[config.mk]
export PLATFORM = sky130hd
export DESIGN_NAME = wep_frame_encryptor_core_flat
export DESIGN_NICKNAME = d
export VERILOG_FILES = /design/src/rtl/wep_pkg.sv /design/src/rtl/wep_if.sv /design/src/rtl/wep_frame_encryptor_core.sv /design/src/rtl/wep_sbox_ram.sv /design/src/flat_wrapper.sv
export SDC_FILE = /design/constraint.sdc
export NUM_CORES = 2
export LEC_CHECK = 0
export BUFFER_PORTS_ARGS = -buffer_cell sky130_fd_sc_hd__buf_2
export CAP_MARGIN = 25
export CORE_MARGIN = 1
export CORE_UTILIZATION = 30
export DETAILED_ROUTE_END_ITERATION = 10
export PLACE_DENSITY_LB_ADDON = 0.12
export SLEW_MARGIN = 20
export SYNTH_ARGS = -nofsm -noshare
export SYNTH_HDL_FRONTEND = slang
export SYNTH_SLANG_ARGS = --single-unit
[constraint.sdc]
create_clock -name clk -period 18.1 [get_ports clk]
set_input_delay 2.715 -clock clk [delete_from_list [all_inputs] [get_ports clk]]
set_output_delay 2.715 -clock clk [all_outputs]
set_load 0.02 [all_outputs]
[src/rtl/wep_pkg.sv]
// wep_pkg: shared types, constants and functions of the wep frame encryptor
// no dependencies
package wep_pkg;

  localparam int HeaderBytesDef = 24;
  localparam int MaxKeyBytesDef = 16;
  localparam int CfgIdxW = 3;

  localparam logic [CfgIdxW-1:0] REG_ENABLE    = 3'd0;
  localparam logic [CfgIdxW-1:0] REG_KEY_INDEX = 3'd1;
  localparam logic [CfgIdxW-1:0] REG_KEY_USED  = 3'd2;
  localparam logic [CfgIdxW-1:0] REG_KEY_LOWER = 3'd3;
  localparam logic [CfgIdxW-1:0] REG_KEY_UPPER = 3'd4;

  localparam logic [31:0] CRC_POLY = 32'hedb88320;

  typedef enum logic [1:0] {
    M_IDLE,
    M_PASS,
    M_HDR,
    M_BODY
  } mode_t;

  typedef enum logic [3:0] {
    S_IDLE,
    S_EMIT_IN,
    S_INIT,
    S_KSA0,
    S_KSA1,
    S_KSA2,
    S_KSA3,
    S_HDRX,
    S_KS0,
    S_KS1,
    S_KS2,
    S_KS3,
    S_KS4,
    S_KS5
  } state_t;

  typedef struct packed {
    logic       re;
    logic [7:0] raddr;
    logic       we;
    logic [7:0] waddr;
    logic [7:0] wdata;
  } ram_req_t;

  function automatic logic [31:0] crc_byte(input logic [31:0] crc, input logic [7:0] b);
    logic [31:0] c;
    c = crc ^ {24'd0, b};
    for (int k = 0; k < 8; k++) begin
      c = c[0] ? ((c >> 1) ^ CRC_POLY) : (c >> 1);
    end
    return c;
  endfunction

  function automatic logic [23:0] fix_iv(input logic [23:0] iv);
    logic [23:0] r;
    r = iv;
    if (iv[15:8] == 8'hff && iv[23:16] >= 8'd3 && iv[23:16] < 8'd16) begin
      r = iv + 24'h000100;
    end
    return r;
  endfunction

  function automatic logic qualifies(input logic [7:0] fc0);
    return (fc0[3:2] == 2'b10) || (fc0[3:2] == 2'b00 && fc0[7:4] == 4'hb);
  endfunction

endpackage

[src/rtl/wep_if.sv]
// wep_if: valid/ready channels of the wep frame encryptor
// depends on nothing
interface wep_in_if;
  logic        valid;
  logic        ready;
  logic [7:0]  frame_byte;
  logic        frame_end;
  logic [23:0] random_iv;
  modport source (output valid, frame_byte, frame_end, random_iv, input ready);
  modport sink (input valid, frame_byte, frame_end, random_iv, output ready);
endinterface

interface wep_out_if;
  logic       valid;
  logic       ready;
  logic [7:0] out_byte;
  logic       out_end;
  modport source (output valid, out_byte, out_end, input ready);
  modport sink (input valid, out_byte, out_end, output ready);
endinterface

interface wep_cfg_if;
  logic        valid;
  logic        ready;
  logic [2:0]  index;
  logic [63:0] data;
  modport source (output valid, index, data, input ready);
  modport sink (input valid, index, data, output ready);
endinterface

[src/rtl/wep_frame_encryptor_core.sv]
// wep_frame_encryptor_core: 802.11 wep encapsulation, rc4 keystream and crc-32 icv
// depends on wep_pkg, wep_if and wep_sbox_ram
//
// frame_in takes one frame byte per beat with frame_end on the last byte and
// random_iv sampled on the first byte. frame_out gives the encapsulated frame
// one byte per beat with out_end on its last byte. cfg writes the registers
// enable, key_index, key_bytes_used, key_lower_word, key_upper_word (index 0..4)
// and is always ready.
// at the last header byte the key schedule runs on the permutation memory: it
// fills all 256 entries with their own index, then runs 256 steps that each
// read S[i] and S[j] and write them back swapped, then the three iv bytes and
// the key id are emitted. each payload byte goes through an rc4 step on the
// single read port of the memory (three dependent reads and two writes); the
// icv adds 4 such steps at frame end. one byte is worked on at a time.
// a one-beat output register holds a result while the receiver stalls; the
// sequencer waits until it is free. reset (rst, synchronous) clears the
// control state and registers; the permutation memory is not cleared since
// the key schedule fills it before any read.
module wep_frame_encryptor_core #(
  parameter int HEADER_BYTES  = wep_pkg::HeaderBytesDef,
  parameter int MAX_KEY_BYTES = wep_pkg::MaxKeyBytesDef
) (
  input  logic   clk,
  input  logic   rst,
  wep_in_if.sink   frame_in,
  wep_out_if.source frame_out,
  wep_cfg_if.sink  cfg
);
  import wep_pkg::*;

  localparam logic [4:0] LAST_HDR = 5'(HEADER_BYTES - 1);
  localparam logic [4:0] MAX_KEY  = 5'(MAX_KEY_BYTES);

  logic         enable;
  logic [7:0]   key_index;
  logic [4:0]   key_bytes_used;
  logic [63:0]  key_lower_word;
  logic [63:0]  key_upper_word;

  state_t       st, st_next;
  mode_t        mode, mode_next;
  logic [7:0]   byte_r, byte_r_next;
  logic         end_r, end_r_next;
  logic [4:0]   pos, pos_next;
  logic [23:0]  iv, iv_next;
  logic [7:0]   idx_i, idx_i_next;
  logic [7:0]   idx_j, idx_j_next;
  logic [31:0]  crc, crc_next;
  logic [7:0]   cnt, cnt_next;
  logic [4:0]   kpos, kpos_next;
  logic [4:0]   klen, klen_next;
  logic [127:0] kbits, kbits_next;
  logic [7:0]   kidx, kidx_next;
  logic [1:0]   hcnt, hcnt_next;
  logic [1:0]   icv_cnt, icv_cnt_next;
  logic         icv_on, icv_on_next;
  logic [7:0]   si, si_next;
  logic [7:0]   sj, sj_next;
  logic [7:0]   ks_x, ks_x_next;
  logic         ovalid, ovalid_next;
  logic [7:0]   obyte, obyte_next;
  logic         oend, oend_next;

  ram_req_t     req;
  logic [7:0]   rdata;
  logic         can_emit;
  logic         accept;
  logic [7:0]   key_b;
  logic [7:0]   hdr_b;
  logic [4:0]   kuse;
  logic [31:0]  icv;
  logic [4:0]   ksec;
  logic [7:0]   jsum;

  wep_sbox_ram u_sbox (
    .clk  (clk),
    .req  (req),
    .rdata(rdata)
  );

  assign cfg.ready = 1'b1;

  always_ff @(posedge clk) begin
    if (rst) begin
      enable         <= 1'b0;
      key_index      <= 8'd0;
      key_bytes_used <= 5'd0;
      key_lower_word <= 64'd0;
      key_upper_word <= 64'd0;
    end else if (cfg.valid) begin
      case (cfg.index)
        REG_ENABLE:    enable         <= cfg.data[0];
        REG_KEY_INDEX: key_index      <= cfg.data[7:0];
        REG_KEY_USED:  key_bytes_used <= cfg.data[4:0];
        REG_KEY_LOWER: key_lower_word <= cfg.data;
        REG_KEY_UPPER: key_upper_word <= cfg.data;
        default: ;
      endcase
    end
  end

  assign frame_in.ready     = (st == S_IDLE);
  assign accept             = frame_in.valid && frame_in.ready;
  assign frame_out.valid    = ovalid;
  assign frame_out.out_byte = obyte;
  assign frame_out.out_end  = oend;
  assign can_emit           = !ovalid || frame_out.ready;
  assign icv                = ~crc;
  assign kuse               = (key_bytes_used > MAX_KEY) ? MAX_KEY : key_bytes_used;
  assign ksec               = kpos - 5'd3;
  assign jsum               = idx_j + rdata + key_b;
  assign hdr_b              = (mode == M_HDR && pos == 5'd1) ? (byte_r | 8'h40) : byte_r;

  always_comb begin
    case (kpos)
      5'd0:    key_b = iv[7:0];
      5'd1:    key_b = iv[15:8];
      5'd2:    key_b = iv[23:16];
      default: key_b = kbits[{ksec[3:0], 3'b000} +: 8];
    endcase
  end

  always_ff @(posedge clk) begin
    if (rst) begin
      st      <= S_IDLE;
      mode    <= M_IDLE;
      pos     <= 5'd0;
      iv      <= 24'd0;
      idx_i   <= 8'd0;
      idx_j   <= 8'd0;
      crc     <= '1;
      icv_on  <= 1'b0;
      icv_cnt <= 2'd0;
      hcnt    <= 2'd0;
      cnt     <= 8'd0;
      kpos    <= 5'd0;
      ovalid  <= 1'b0;
    end else begin
      st      <= st_next;
      mode    <= mode_next;
      pos     <= pos_next;
      iv      <= iv_next;
      idx_i   <= idx_i_next;
      idx_j   <= idx_j_next;
      crc     <= crc_next;
      icv_on  <= icv_on_next;
      icv_cnt <= icv_cnt_next;
      hcnt    <= hcnt_next;
      cnt     <= cnt_next;
      kpos    <= kpos_next;
      ovalid  <= ovalid_next;
    end
    byte_r <= byte_r_next;
    end_r  <= end_r_next;
    klen   <= klen_next;
    kbits  <= kbits_next;
    kidx   <= kidx_next;
    si     <= si_next;
    sj     <= sj_next;
    ks_x   <= ks_x_next;
    obyte  <= obyte_next;
    oend   <= oend_next;
  end

  always_comb begin
    st_next      = st;
    mode_next    = mode;
    byte_r_next  = byte_r;
    end_r_next   = end_r;
    pos_next     = pos;
    iv_next      = iv;
    idx_i_next   = idx_i;
    idx_j_next   = idx_j;
    crc_next     = crc;
    cnt_next     = cnt;
    kpos_next    = kpos;
    klen_next    = klen;
    kbits_next   = kbits;
    kidx_next    = kidx;
    hcnt_next    = hcnt;
    icv_cnt_next = icv_cnt;
    icv_on_next  = icv_on;
    si_next      = si;
    sj_next      = sj;
    ks_x_next    = ks_x;
    obyte_next   = obyte;
    oend_next    = oend;
    ovalid_next  = ovalid && !frame_out.ready;
    req          = '0;

    case (st)
      S_IDLE: begin
        if (accept) begin
          byte_r_next = frame_in.frame_byte;
          end_r_next  = frame_in.frame_end;
          if (mode == M_IDLE) begin
            pos_next = 5'd0;
            if (enable && qualifies(frame_in.frame_byte)) begin
              mode_next = M_HDR;
              iv_next   = fix_iv(frame_in.random_iv);
            end else begin
              mode_next = M_PASS;
            end
            st_next = S_EMIT_IN;
          end else if (mode == M_BODY) begin
            crc_next  = crc_byte(crc, frame_in.frame_byte);
            ks_x_next = frame_in.frame_byte;
            st_next   = S_KS0;
          end else begin
            st_next = S_EMIT_IN;
          end
        end
      end
      S_EMIT_IN: begin
        if (can_emit) begin
          ovalid_next = 1'b1;
          obyte_next  = hdr_b;
          if (mode == M_HDR && pos >= LAST_HDR) begin
            oend_next  = 1'b0;
            cnt_next   = 8'd0;
            klen_next  = 5'd3 + kuse;
            kbits_next = {key_upper_word, key_lower_word};
            kidx_next  = key_index;
            st_next    = S_INIT;
          end else begin
            oend_next = end_r;
            if (mode == M_HDR) begin
              pos_next = pos + 5'd1;
            end
            if (end_r) begin
              mode_next = M_IDLE;
              pos_next  = 5'd0;
            end
            st_next = S_IDLE;
          end
        end
      end
      S_INIT: begin
        req.we    = 1'b1;
        req.waddr = cnt;
        req.wdata = cnt;
        cnt_next  = cnt + 8'd1;
        if (cnt == 8'hff) begin
          idx_j_next = 8'd0;
          kpos_next  = 5'd0;
          st_next    = S_KSA0;
        end
      end
      S_KSA0: begin
        req.re    = 1'b1;
        req.raddr = cnt;
        st_next   = S_KSA1;
      end
      S_KSA1: begin
        si_next    = rdata;
        idx_j_next = jsum;
        req.re     = 1'b1;
        req.raddr  = jsum;
        st_next    = S_KSA2;
      end
      S_KSA2: begin
        req.we    = 1'b1;
        req.waddr = cnt;
        req.wdata = rdata;
        st_next   = S_KSA3;
      end
      S_KSA3: begin
        req.we    = 1'b1;
        req.waddr = idx_j;
        req.wdata = si;
        kpos_next = (kpos == klen - 5'd1) ? 5'd0 : kpos + 5'd1;
        cnt_next  = cnt + 8'd1;
        if (cnt == 8'hff) begin
          idx_i_next = 8'd0;
          idx_j_next = 8'd0;
          crc_next   = '1;
          hcnt_next  = 2'd0;
          st_next    = S_HDRX;
        end else begin
          st_next = S_KSA0;
        end
      end
      S_HDRX: begin
        if (can_emit) begin
          ovalid_next = 1'b1;
          oend_next   = 1'b0;
          case (hcnt)
            2'd0:    obyte_next = iv[7:0];
            2'd1:    obyte_next = iv[15:8];
            2'd2:    obyte_next = iv[23:16];
            default: obyte_next = kidx;
          endcase
          hcnt_next = hcnt + 2'd1;
          if (hcnt == 2'd3) begin
            mode_next = M_BODY;
            if (end_r) begin
              icv_on_next  = 1'b1;
              icv_cnt_next = 2'd0;
              ks_x_next    = icv[7:0];
              st_next      = S_KS0;
            end else begin
              st_next = S_IDLE;
            end
          end
        end
      end
      S_KS0: begin
        idx_i_next = idx_i + 8'd1;
        req.re     = 1'b1;
        req.raddr  = idx_i + 8'd1;
        st_next    = S_KS1;
      end
      S_KS1: begin
        si_next    = rdata;
        idx_j_next = idx_j + rdata;
        req.re     = 1'b1;
        req.raddr  = idx_j + rdata;
        st_next    = S_KS2;
      end
      S_KS2: begin
        sj_next   = rdata;
        req.we    = 1'b1;
        req.waddr = idx_i;
        req.wdata = rdata;
        st_next   = S_KS3;
      end
      S_KS3: begin
        req.we    = 1'b1;
        req.waddr = idx_j;
        req.wdata = si;
        st_next   = S_KS4;
      end
      S_KS4: begin
        req.re    = 1'b1;
        req.raddr = si + sj;
        st_next   = S_KS5;
      end
      S_KS5: begin
        if (can_emit) begin
          ovalid_next = 1'b1;
          obyte_next  = ks_x ^ rdata;
          oend_next   = icv_on && icv_cnt == 2'd3;
          if (icv_on) begin
            if (icv_cnt == 2'd3) begin
              icv_on_next = 1'b0;
              mode_next   = M_IDLE;
              pos_next    = 5'd0;
              st_next     = S_IDLE;
            end else begin
              icv_cnt_next = icv_cnt + 2'd1;
              ks_x_next    = icv[{icv_cnt + 2'd1, 3'b000} +: 8];
              st_next      = S_KS0;
            end
          end else if (end_r) begin
            icv_on_next  = 1'b1;
            icv_cnt_next = 2'd0;
            ks_x_next    = icv[7:0];
            st_next      = S_KS0;
          end else begin
            st_next = S_IDLE;
          end
        end
      end
      default: st_next = S_IDLE;
    endcase
  end

  a_no_same_addr_rw: assert property (@(posedge clk) disable iff (rst)
    !(req.we && req.re && req.waddr == req.raddr))
    else $error("permutation memory read and written at one address");

  a_sched_in_hdr: assert property (@(posedge clk) disable iff (rst)
    (st == S_INIT || st == S_KSA0 || st == S_KSA3) |-> mode == M_HDR)
    else $error("key schedule outside a protected header");

  a_icv_last_end: assert property (@(posedge clk) disable iff (rst)
    (st == S_KS5 && can_emit && icv_on && icv_cnt == 2'd3) |=> (ovalid && oend))
    else $error("last icv beat without frame end");

  a_busy_no_accept: assert property (@(posedge clk) disable iff (rst)
    (icv_on || st == S_INIT) |-> !frame_in.ready)
    else $error("input taken during key schedule or icv");
endmodule

[src/rtl/wep_sbox_ram.sv]
// wep_sbox_ram: 256 x 8 rc4 permutation memory, one write and one registered read
// depends on wep_pkg
module wep_sbox_ram (
  input  logic              clk,
  input  wep_pkg::ram_req_t req,
  output logic [7:0]        rdata
);
  import wep_pkg::*;

  logic [7:0] mem [256];

  always_ff @(posedge clk) begin
    if (req.we) begin
      mem[req.waddr] <= req.wdata;
    end
    if (req.re) begin
      rdata <= mem[req.raddr];
    end
  end
endmodule
[src/flat_wrapper.sv]
// flat-port wrapper written by rule: the top's interface ports become plain ports
module wep_frame_encryptor_core_flat import wep_pkg::*;
#(
  parameter int HEADER_BYTES  = wep_pkg::HeaderBytesDef,
  parameter int MAX_KEY_BYTES = wep_pkg::MaxKeyBytesDef
)
  (clk, rst, frame_in_valid, frame_in_frame_byte, frame_in_frame_end, frame_in_random_iv, frame_in_ready, frame_out_valid, frame_out_out_byte, frame_out_out_end, frame_out_ready, cfg_valid, cfg_index, cfg_data, cfg_ready);
  wep_in_if frame_in_i ();
  wep_out_if frame_out_i ();
  wep_cfg_if cfg_i ();
  input  logic clk;
  input  logic rst;
  input wire logic [$bits(frame_in_i.valid)-1:0] frame_in_valid;
  input wire logic [$bits(frame_in_i.frame_byte)-1:0] frame_in_frame_byte;
  input wire logic [$bits(frame_in_i.frame_end)-1:0] frame_in_frame_end;
  input wire logic [$bits(frame_in_i.random_iv)-1:0] frame_in_random_iv;
  output wire logic [$bits(frame_in_i.ready)-1:0] frame_in_ready;
  output wire logic [$bits(frame_out_i.valid)-1:0] frame_out_valid;
  output wire logic [$bits(frame_out_i.out_byte)-1:0] frame_out_out_byte;
  output wire logic [$bits(frame_out_i.out_end)-1:0] frame_out_out_end;
  input wire logic [$bits(frame_out_i.ready)-1:0] frame_out_ready;
  input wire logic [$bits(cfg_i.valid)-1:0] cfg_valid;
  input wire logic [$bits(cfg_i.index)-1:0] cfg_index;
  input wire logic [$bits(cfg_i.data)-1:0] cfg_data;
  output wire logic [$bits(cfg_i.ready)-1:0] cfg_ready;
  assign frame_in_i.valid = frame_in_valid;
  assign frame_in_i.frame_byte = frame_in_frame_byte;
  assign frame_in_i.frame_end = frame_in_frame_end;
  assign frame_in_i.random_iv = frame_in_random_iv;
  assign frame_in_ready = frame_in_i.ready;
  assign frame_out_valid = frame_out_i.valid;
  assign frame_out_out_byte = frame_out_i.out_byte;
  assign frame_out_out_end = frame_out_i.out_end;
  assign frame_out_i.ready = frame_out_ready;
  assign cfg_i.valid = cfg_valid;
  assign cfg_i.index = cfg_index;
  assign cfg_i.data = cfg_data;
  assign cfg_ready = cfg_i.ready;
  wep_frame_encryptor_core #(.HEADER_BYTES(HEADER_BYTES), .MAX_KEY_BYTES(MAX_KEY_BYTES)) u_core (.clk(clk), .rst(rst), .frame_in(frame_in_i), .frame_out(frame_out_i), .cfg(cfg_i));
endmodule
Word-level counts from Yosys, hierarchy flattened

Memory sizes are Yosys's and may differ from the RTL's. A register that Yosys moved wholly into a read port is not among the register bits.
Index checks and enable logic that the tools add are counted.

Flip-flop bits (word level): 427
Bits in writable memories: 2,048
Input bits: 105
Word-level logic and storage cells: 270
Memories: 1

Memories:

| memory            | depth | width | rd ports | clocked after Yosys merged registers in | write ports | line               | text |
|---|---|---|---|---|---|---|---|
| u_core.u_sbox.mem | 256   | 8     | 1        | 1                                       | 1           | wep_sbox_ram.sv:10 | `logic [7:0] mem [256];` |

$add $sub $neg: 13
$lt $le $gt $ge: 4
Eq/ne operators: 50
Shift-type cells: 2
Mux-type cells: 106
Bitwise gates (word level): 11
Reduce and logical (&&, ||, !) cells: 55

Operator list:

| kind                    | count |
|---|---|
| $mux W32                | 12 |
| $shiftx A128 B8 Y8      | 1 |
| $mux W8                 | 15 |
| $pmux W8 S3             | 5 |
| $not A13 Y14            | 8 |
| $pmux W17 S4            | 1 |
| $pmux W32 S2            | 1 |
| $mux W5                 | 12 |
| $pmux W4 S14            | 1 |
| $pmux W9 S5             | 1 |
| $mux W4                 | 11 |
| $mux W2                 | 20 |
| $not A32 Y32            | 1 |
| $pmux W8 S2             | 2 |
| $shiftx A32 B6 Y8       | 1 |
| $xor A32 B8 Y32         | 1 |
| $eq A4 B4 Y1 const B    | 7 |
| $add A24 B9 Y24 const B | 1 |
| $add A8 B8 Y8           | 3 |
| $mux W24                | 1 |
| $ne A2 B1 Y1 const B    | 12 |
| $reduce_and A2 Y1       | 9 |
| $add A8 B1 Y8 const B   | 2 |
| $eq A4 B3 Y1 const B    | 4 |
| other kinds (52)        | 109 |

Logic depth before layout (Yosys ltp)

Depth after elaboration: 21
Depth in mapped cells: 30
Gate-level depth less buffers: 19

By module

From an unflattened synthesis, not the netlist that was laid out.

Cell total of the unflattened synthesis: 5,596
Area total of the unflattened synthesis: 99,105.0 µm²

By module, submodules not included:

| module                   | instances | cells each | area an instance (µm²) | sequential area each (µm²) |
|---|---|---|---|---|
| wep_sbox_ram             | 1         | 3,733      | 79,636.4               | 61,739.2 |
| wep_frame_encryptor_core | 1         | 1,863      | 19,468.7               | 10,380.0 |

Worst setup path before layout

No wires, ideal clock.

Path type: input-to-reg
Start: in frame_out_ready
End: reg u_core.cnt[7]
Setup time: 0.070 ns
Data arrival time: 19.644 ns
Slack: -1.614 ns
Cell stages on the path: 5
Path buffers: 0
Cell sequence: nor2b_1 > nor4_1 > o21ai_0 > or3_1 > a21oi_1

Cells in the longest elaborated chain, start to end: 3

Ends and longest elaborated chain:

| item                        | line                            | text |
|---|---|---|
| from (decl)                 | flat_wrapper.sv:21              | `input wire logic [$bits(frame_out_i.ready)-1:0] frame_out_ready;` |
| $logic_or A1 B1 Y1          | wep_frame_encryptor_core.sv:107 | `assign can_emit = !ovalid \|\| frame_out.ready;` |
| $ne A2 B1 Y1 (no line)      | n/a                             |  |
| $reduce_and A3 Y1 (no line) | n/a                             |  |
| to (signal assigned)        | wep_frame_encryptor_core.sv:149 | `cnt <= cnt_next;` |
| to (decl)                   | wep_frame_encryptor_core.sv:49  | `logic [7:0] cnt, cnt_next;` |

Every way passes these cells.
A chain may end at the register's enable or synchronous reset.

Final worst setup path

Start: reg u_core.kpos[0]
End: reg u_core.u_sbox.rdata[6], read port of u_core.u_sbox.mem (data pin)

Cells in the longest elaborated chain, start to end: 5
Elaborated cells between the ends (all ways): 8
Those cells by class: add/sub (2); eq/ne (2); shift (1); mux (2); reduce/logical (1)

Ends and longest elaborated chain:

| item                   | line                            | text |
|---|---|---|
| from (decl)            | wep_frame_encryptor_core.sv:50  | `logic [4:0] kpos, kpos_next;` |
| from (signal assigned) | wep_frame_encryptor_core.sv:150 | `kpos <= kpos_next;` |
| $sub A4 B2 Y4          | wep_frame_encryptor_core.sv:110 | `assign ksec = kpos - 5'd3;` |
| $shiftx A128 B8 Y8     | wep_frame_encryptor_core.sv:119 | `default: key_b = kbits[{ksec[3:0], 3'b000} +: 8];` |
| $pmux W8 S3 *          | wep_frame_encryptor_core.sv:115 | `case (kpos)` |
| $add A8 B8 Y8 *        | wep_frame_encryptor_core.sv:111 | `assign jsum = idx_j + rdata + key_b;` |
| $pmux W9 S5 *          | wep_frame_encryptor_core.sv:191 | `case (st)` |
| to (decl)              | wep_sbox_ram.sv:6               | `output logic [7:0] rdata` |

Every way passes the cells marked *; elsewhere a longest branch is shown, timed or not.

==> results.json <==
{
  "grt_max_degree": 166,
  "die_area_um2": 343000,
  "synth.distinct_cells": 103,
  "nets": 8119,
  "wl_met2_um": 169000,
  "final_util_pct": 34.6,
  "worst_slack_ns": 9.37,
  "num_vias": 67800,
  "synth_edf_count": 2239,
  "cp-startpoint": "u_core.kpos[0]",
  "clk_latency_ns": 0.91,
  "stdcell_area_um2": 117000,
  "finalSetupTns_ns": 0,
  "yosys_warnings": 0,
  "fin_crit_sh_pct": 48.2,
  "worst-r2r-setup-slack_ns": 9.37,
  "hold_path_class": "register to register",
  "ys_seq_area_share_pct": 70.6,
  "hold_violations": 0,
  "drtAntennaViolNets": 0,
  "cts_setup_buffers": 0,
  "start_util_pct": 30.3,
  "areaGrowthSynthToFinish_pct": 14.3,
  "cts.sinks": 2483,
  "period_needed_ns": 8.73,
  "ys_seq_elements": 2483,
  "dr.max_layer_used": "met5",
  "p_int_mw": 9.47,
  "wl_met1_um": 167000,
  "arrival_ns": 9.49,
  "crit_required_ns": 18.86,
  "clockPowerShare_pct": 46.6,
  "drc": 0,
  "ctsResizeCount": 0,
  "dp_hpwl_um": 219000,
  "hold_ws_ns": 0.418,
  "crit_type": "register to register",
  "cp-start-kind": "register",
  "clock-root-buffer": "clkbuf_16",
  "relSlewSlack_pct": 21.4,
  "syn_nets": 8038,
  "synthTopCellsByArea": "edfxtp_1, nand2_1, dfxtp_1",
  "die_y_um": 586,
  "cap_violations": 0,
  "via_per_inst": 5.33,
  "wl_per_cell_um": 29.0,
  "synthCells": 7893,
  "synth_top_cell_by_area": "edfxtp_1",
  "synthArstFlopShare_pct": 0,
  "drive_gt1_share_pct": 10.8,
  "max-clock-path-buffers": 4,
  "clock_skew_ns": 0.0494,
  "h-tree-depth": 5,
  "dr.pass1.iters": 7,
  "ir_worst_vdd_v": 0.0000731,
  "cts_tree": "built",
  "dr.first_iter.drc_count": 7521,
  "synth_top_area_share_pct": 65.8,
  "port_buffers": 115,
  "netSwitchingPower_mw": 2.64,
  "cp_max_fo": 92,
  "netlist_area_um2": 102000,
  "cts_hold_buffers": 0,
  "final_cell_mix": "edfxtp_1, nand2_1, nand3_1",
  "pwr-share-seq_pct": 51.1,
  "sw_frac_of_total_pct": 21.8,
  "max_freq_mhz": 115,
  "grt_util_all_layers_pct": 21.1,
  "clk_pin_slew_ns": 0.06,
  "io_pins": 117,
  "cts-buffers-inserted": 285,
  "setup_violations": 0,
  "core_area_um2": 338000,
  "rsz0062_at_grt": "false",
  "slew_viol_final": 0,
  "worstMarginPinSlew_ns": 1.17,
  "min-delay-start": "u_core.key_upper_word[41]",
  "combPwrFrac_pct": 2.3,
  "grt_pass1_wl_um": 518000,
  "pre_cts_ws_ns": 9.43,
  "ys.flop_type": "edfxtp_1",
  "timing.rr.start": "u_core.kpos[0]",
  "avgSynthCellArea_um2": 12.9,
  "dpl-instance-area_um2": 108000,
  "grt_pass1_vias": 64400,
  "route.met3.wl_um": 22600,
  "p_leak_nw": 40.5,
  "place_congestion": 0.838,
  "die_w_um": 586,
  "status": "completed",
  "p_per_area_nw_per_um2": 104,
  "routed_wl_um": 369000,
  "nFillCells": 33100,
  "rows": 213,
  "grt_antenna_before_repair": 33,
  "grt_overflow": 0,
  "final_common_cell": "edfxtp_1",
  "cp-end-kind": "register"
}
[logic make-up (layout without fill, tap and decap cells)]
family	Yosys count	after routing	synth area share [%]
mux	279	279	3.52
fa+ha+maj	40	40	0.512
flops	2483	2483	70.6
buf+inv	574	876	2.84
compound gates	1309	1309	8.46
other cells	1	13	0.00367
simple gates	3088	3088	13.1
xor+xnor	119	119	1.02
[state kept, by name (all words and copies together), names as in the netlist, 24 cells and up]
signal	flops
u_core.u_sbox.mem	2048
u_core.kbits	128
u_core.key_lower_word	64
u_core.key_upper_word	64
u_core.crc	32
u_core.iv	24
[power by group through the flow]
stage,Clock [mW],Sequential (mW),Combinational (mW)
2_1_floorplan,0,6.31,0.173
3_3_place_gp,0,6.31,0.280
3_5_place_dp,0,6.31,0.281
4_1_cts,5.75,6.19,0.282
5_1_grt,5.95,6.19,0.302
6_report,5.64,6.19,0.280
[final timing paths]
check | to | cells past startpoint
setup / recovery | u_core.u_sbox.rdata[6] | 23
hold / removal | u_core.kbits[105] | 0
setup reg to reg | u_core.u_sbox.rdata[6] | 23
hold reg to reg | u_core.kbits[105] | 0
[layout make-up]
cell class,instances,area (um^2),share of cell area (%)
flip-flops and latches,2483,72100,61.8
diodes,12,30.0,0.0257
inverters,38,195,0.167
well taps,4515,5650,4.84
multi-input cells,4836,27500,23.5
clock buffers,355,7580,6.50
clock inverters,153,1310,1.12
repair buffers,330,2390,2.05
[metrics by stage]
| stage | total power [mW] | cells |
|---|---|---|
| floorplan | 6.48 | 7893 |
| global placement | 6.59 | 12200 |
| detailed placement | 6.59 | 12200 |
| CTS | 12.2 | 12700 |
| global route | 12.4 | 12700 |
| finish | 12.1 | 12700 |
[synth_stat cells, drive strengths merged, types with 22 or more instances]
library cell  instances
xor2                 55
and3                153
clkbuf              205
a221oi               69
dfxtp               244
buf                 331
a211oi               83
o21ai               129
inv                  37
ha                   37
mux4                 63
a31oi                99
a21oi               488
a222oi               27
nand2b               45
a22oi                92
nor3                 50
nand2              1770
a311oi               82
o22ai                49
nor2                419
mux2i               205
xnor2                64
edfxtp             2239
nand3               516
a22o                 22
a32oi                33
[layer usage]
metal  vias up  track usage (%)
met5         -                0
li1      29600                -
met2      2460             33.3
met4         8             6.00
met3       515             2.54
met1     35200             30.4
[worst max-delay path, cell delays in order (launching register included)]
cell	delay (ns)
dfxtp_2	0.32
buf_4	0.59
ha_1	0.26
nor4b_2	0.67
or3_1	0.38
nor2_1	0.11
a21oi_1	0.19
ha_1	0.22
inv_1	0.08
fa_1	0.45
xnor2_1	0.24
a222oi_1	0.15
buf_4	0.21
nand2_8	0.43
buf_4	0.67
buf_4	0.55
buf_4	0.75
nand2_1	0.13
a221oi_1	0.32
nor2_1	0.16
a221oi_2	0.68
o31ai_1	0.20
a311oi_1	0.36
o22a_1	0.20
Note: power is estimated with default switching activity, not from simulation.
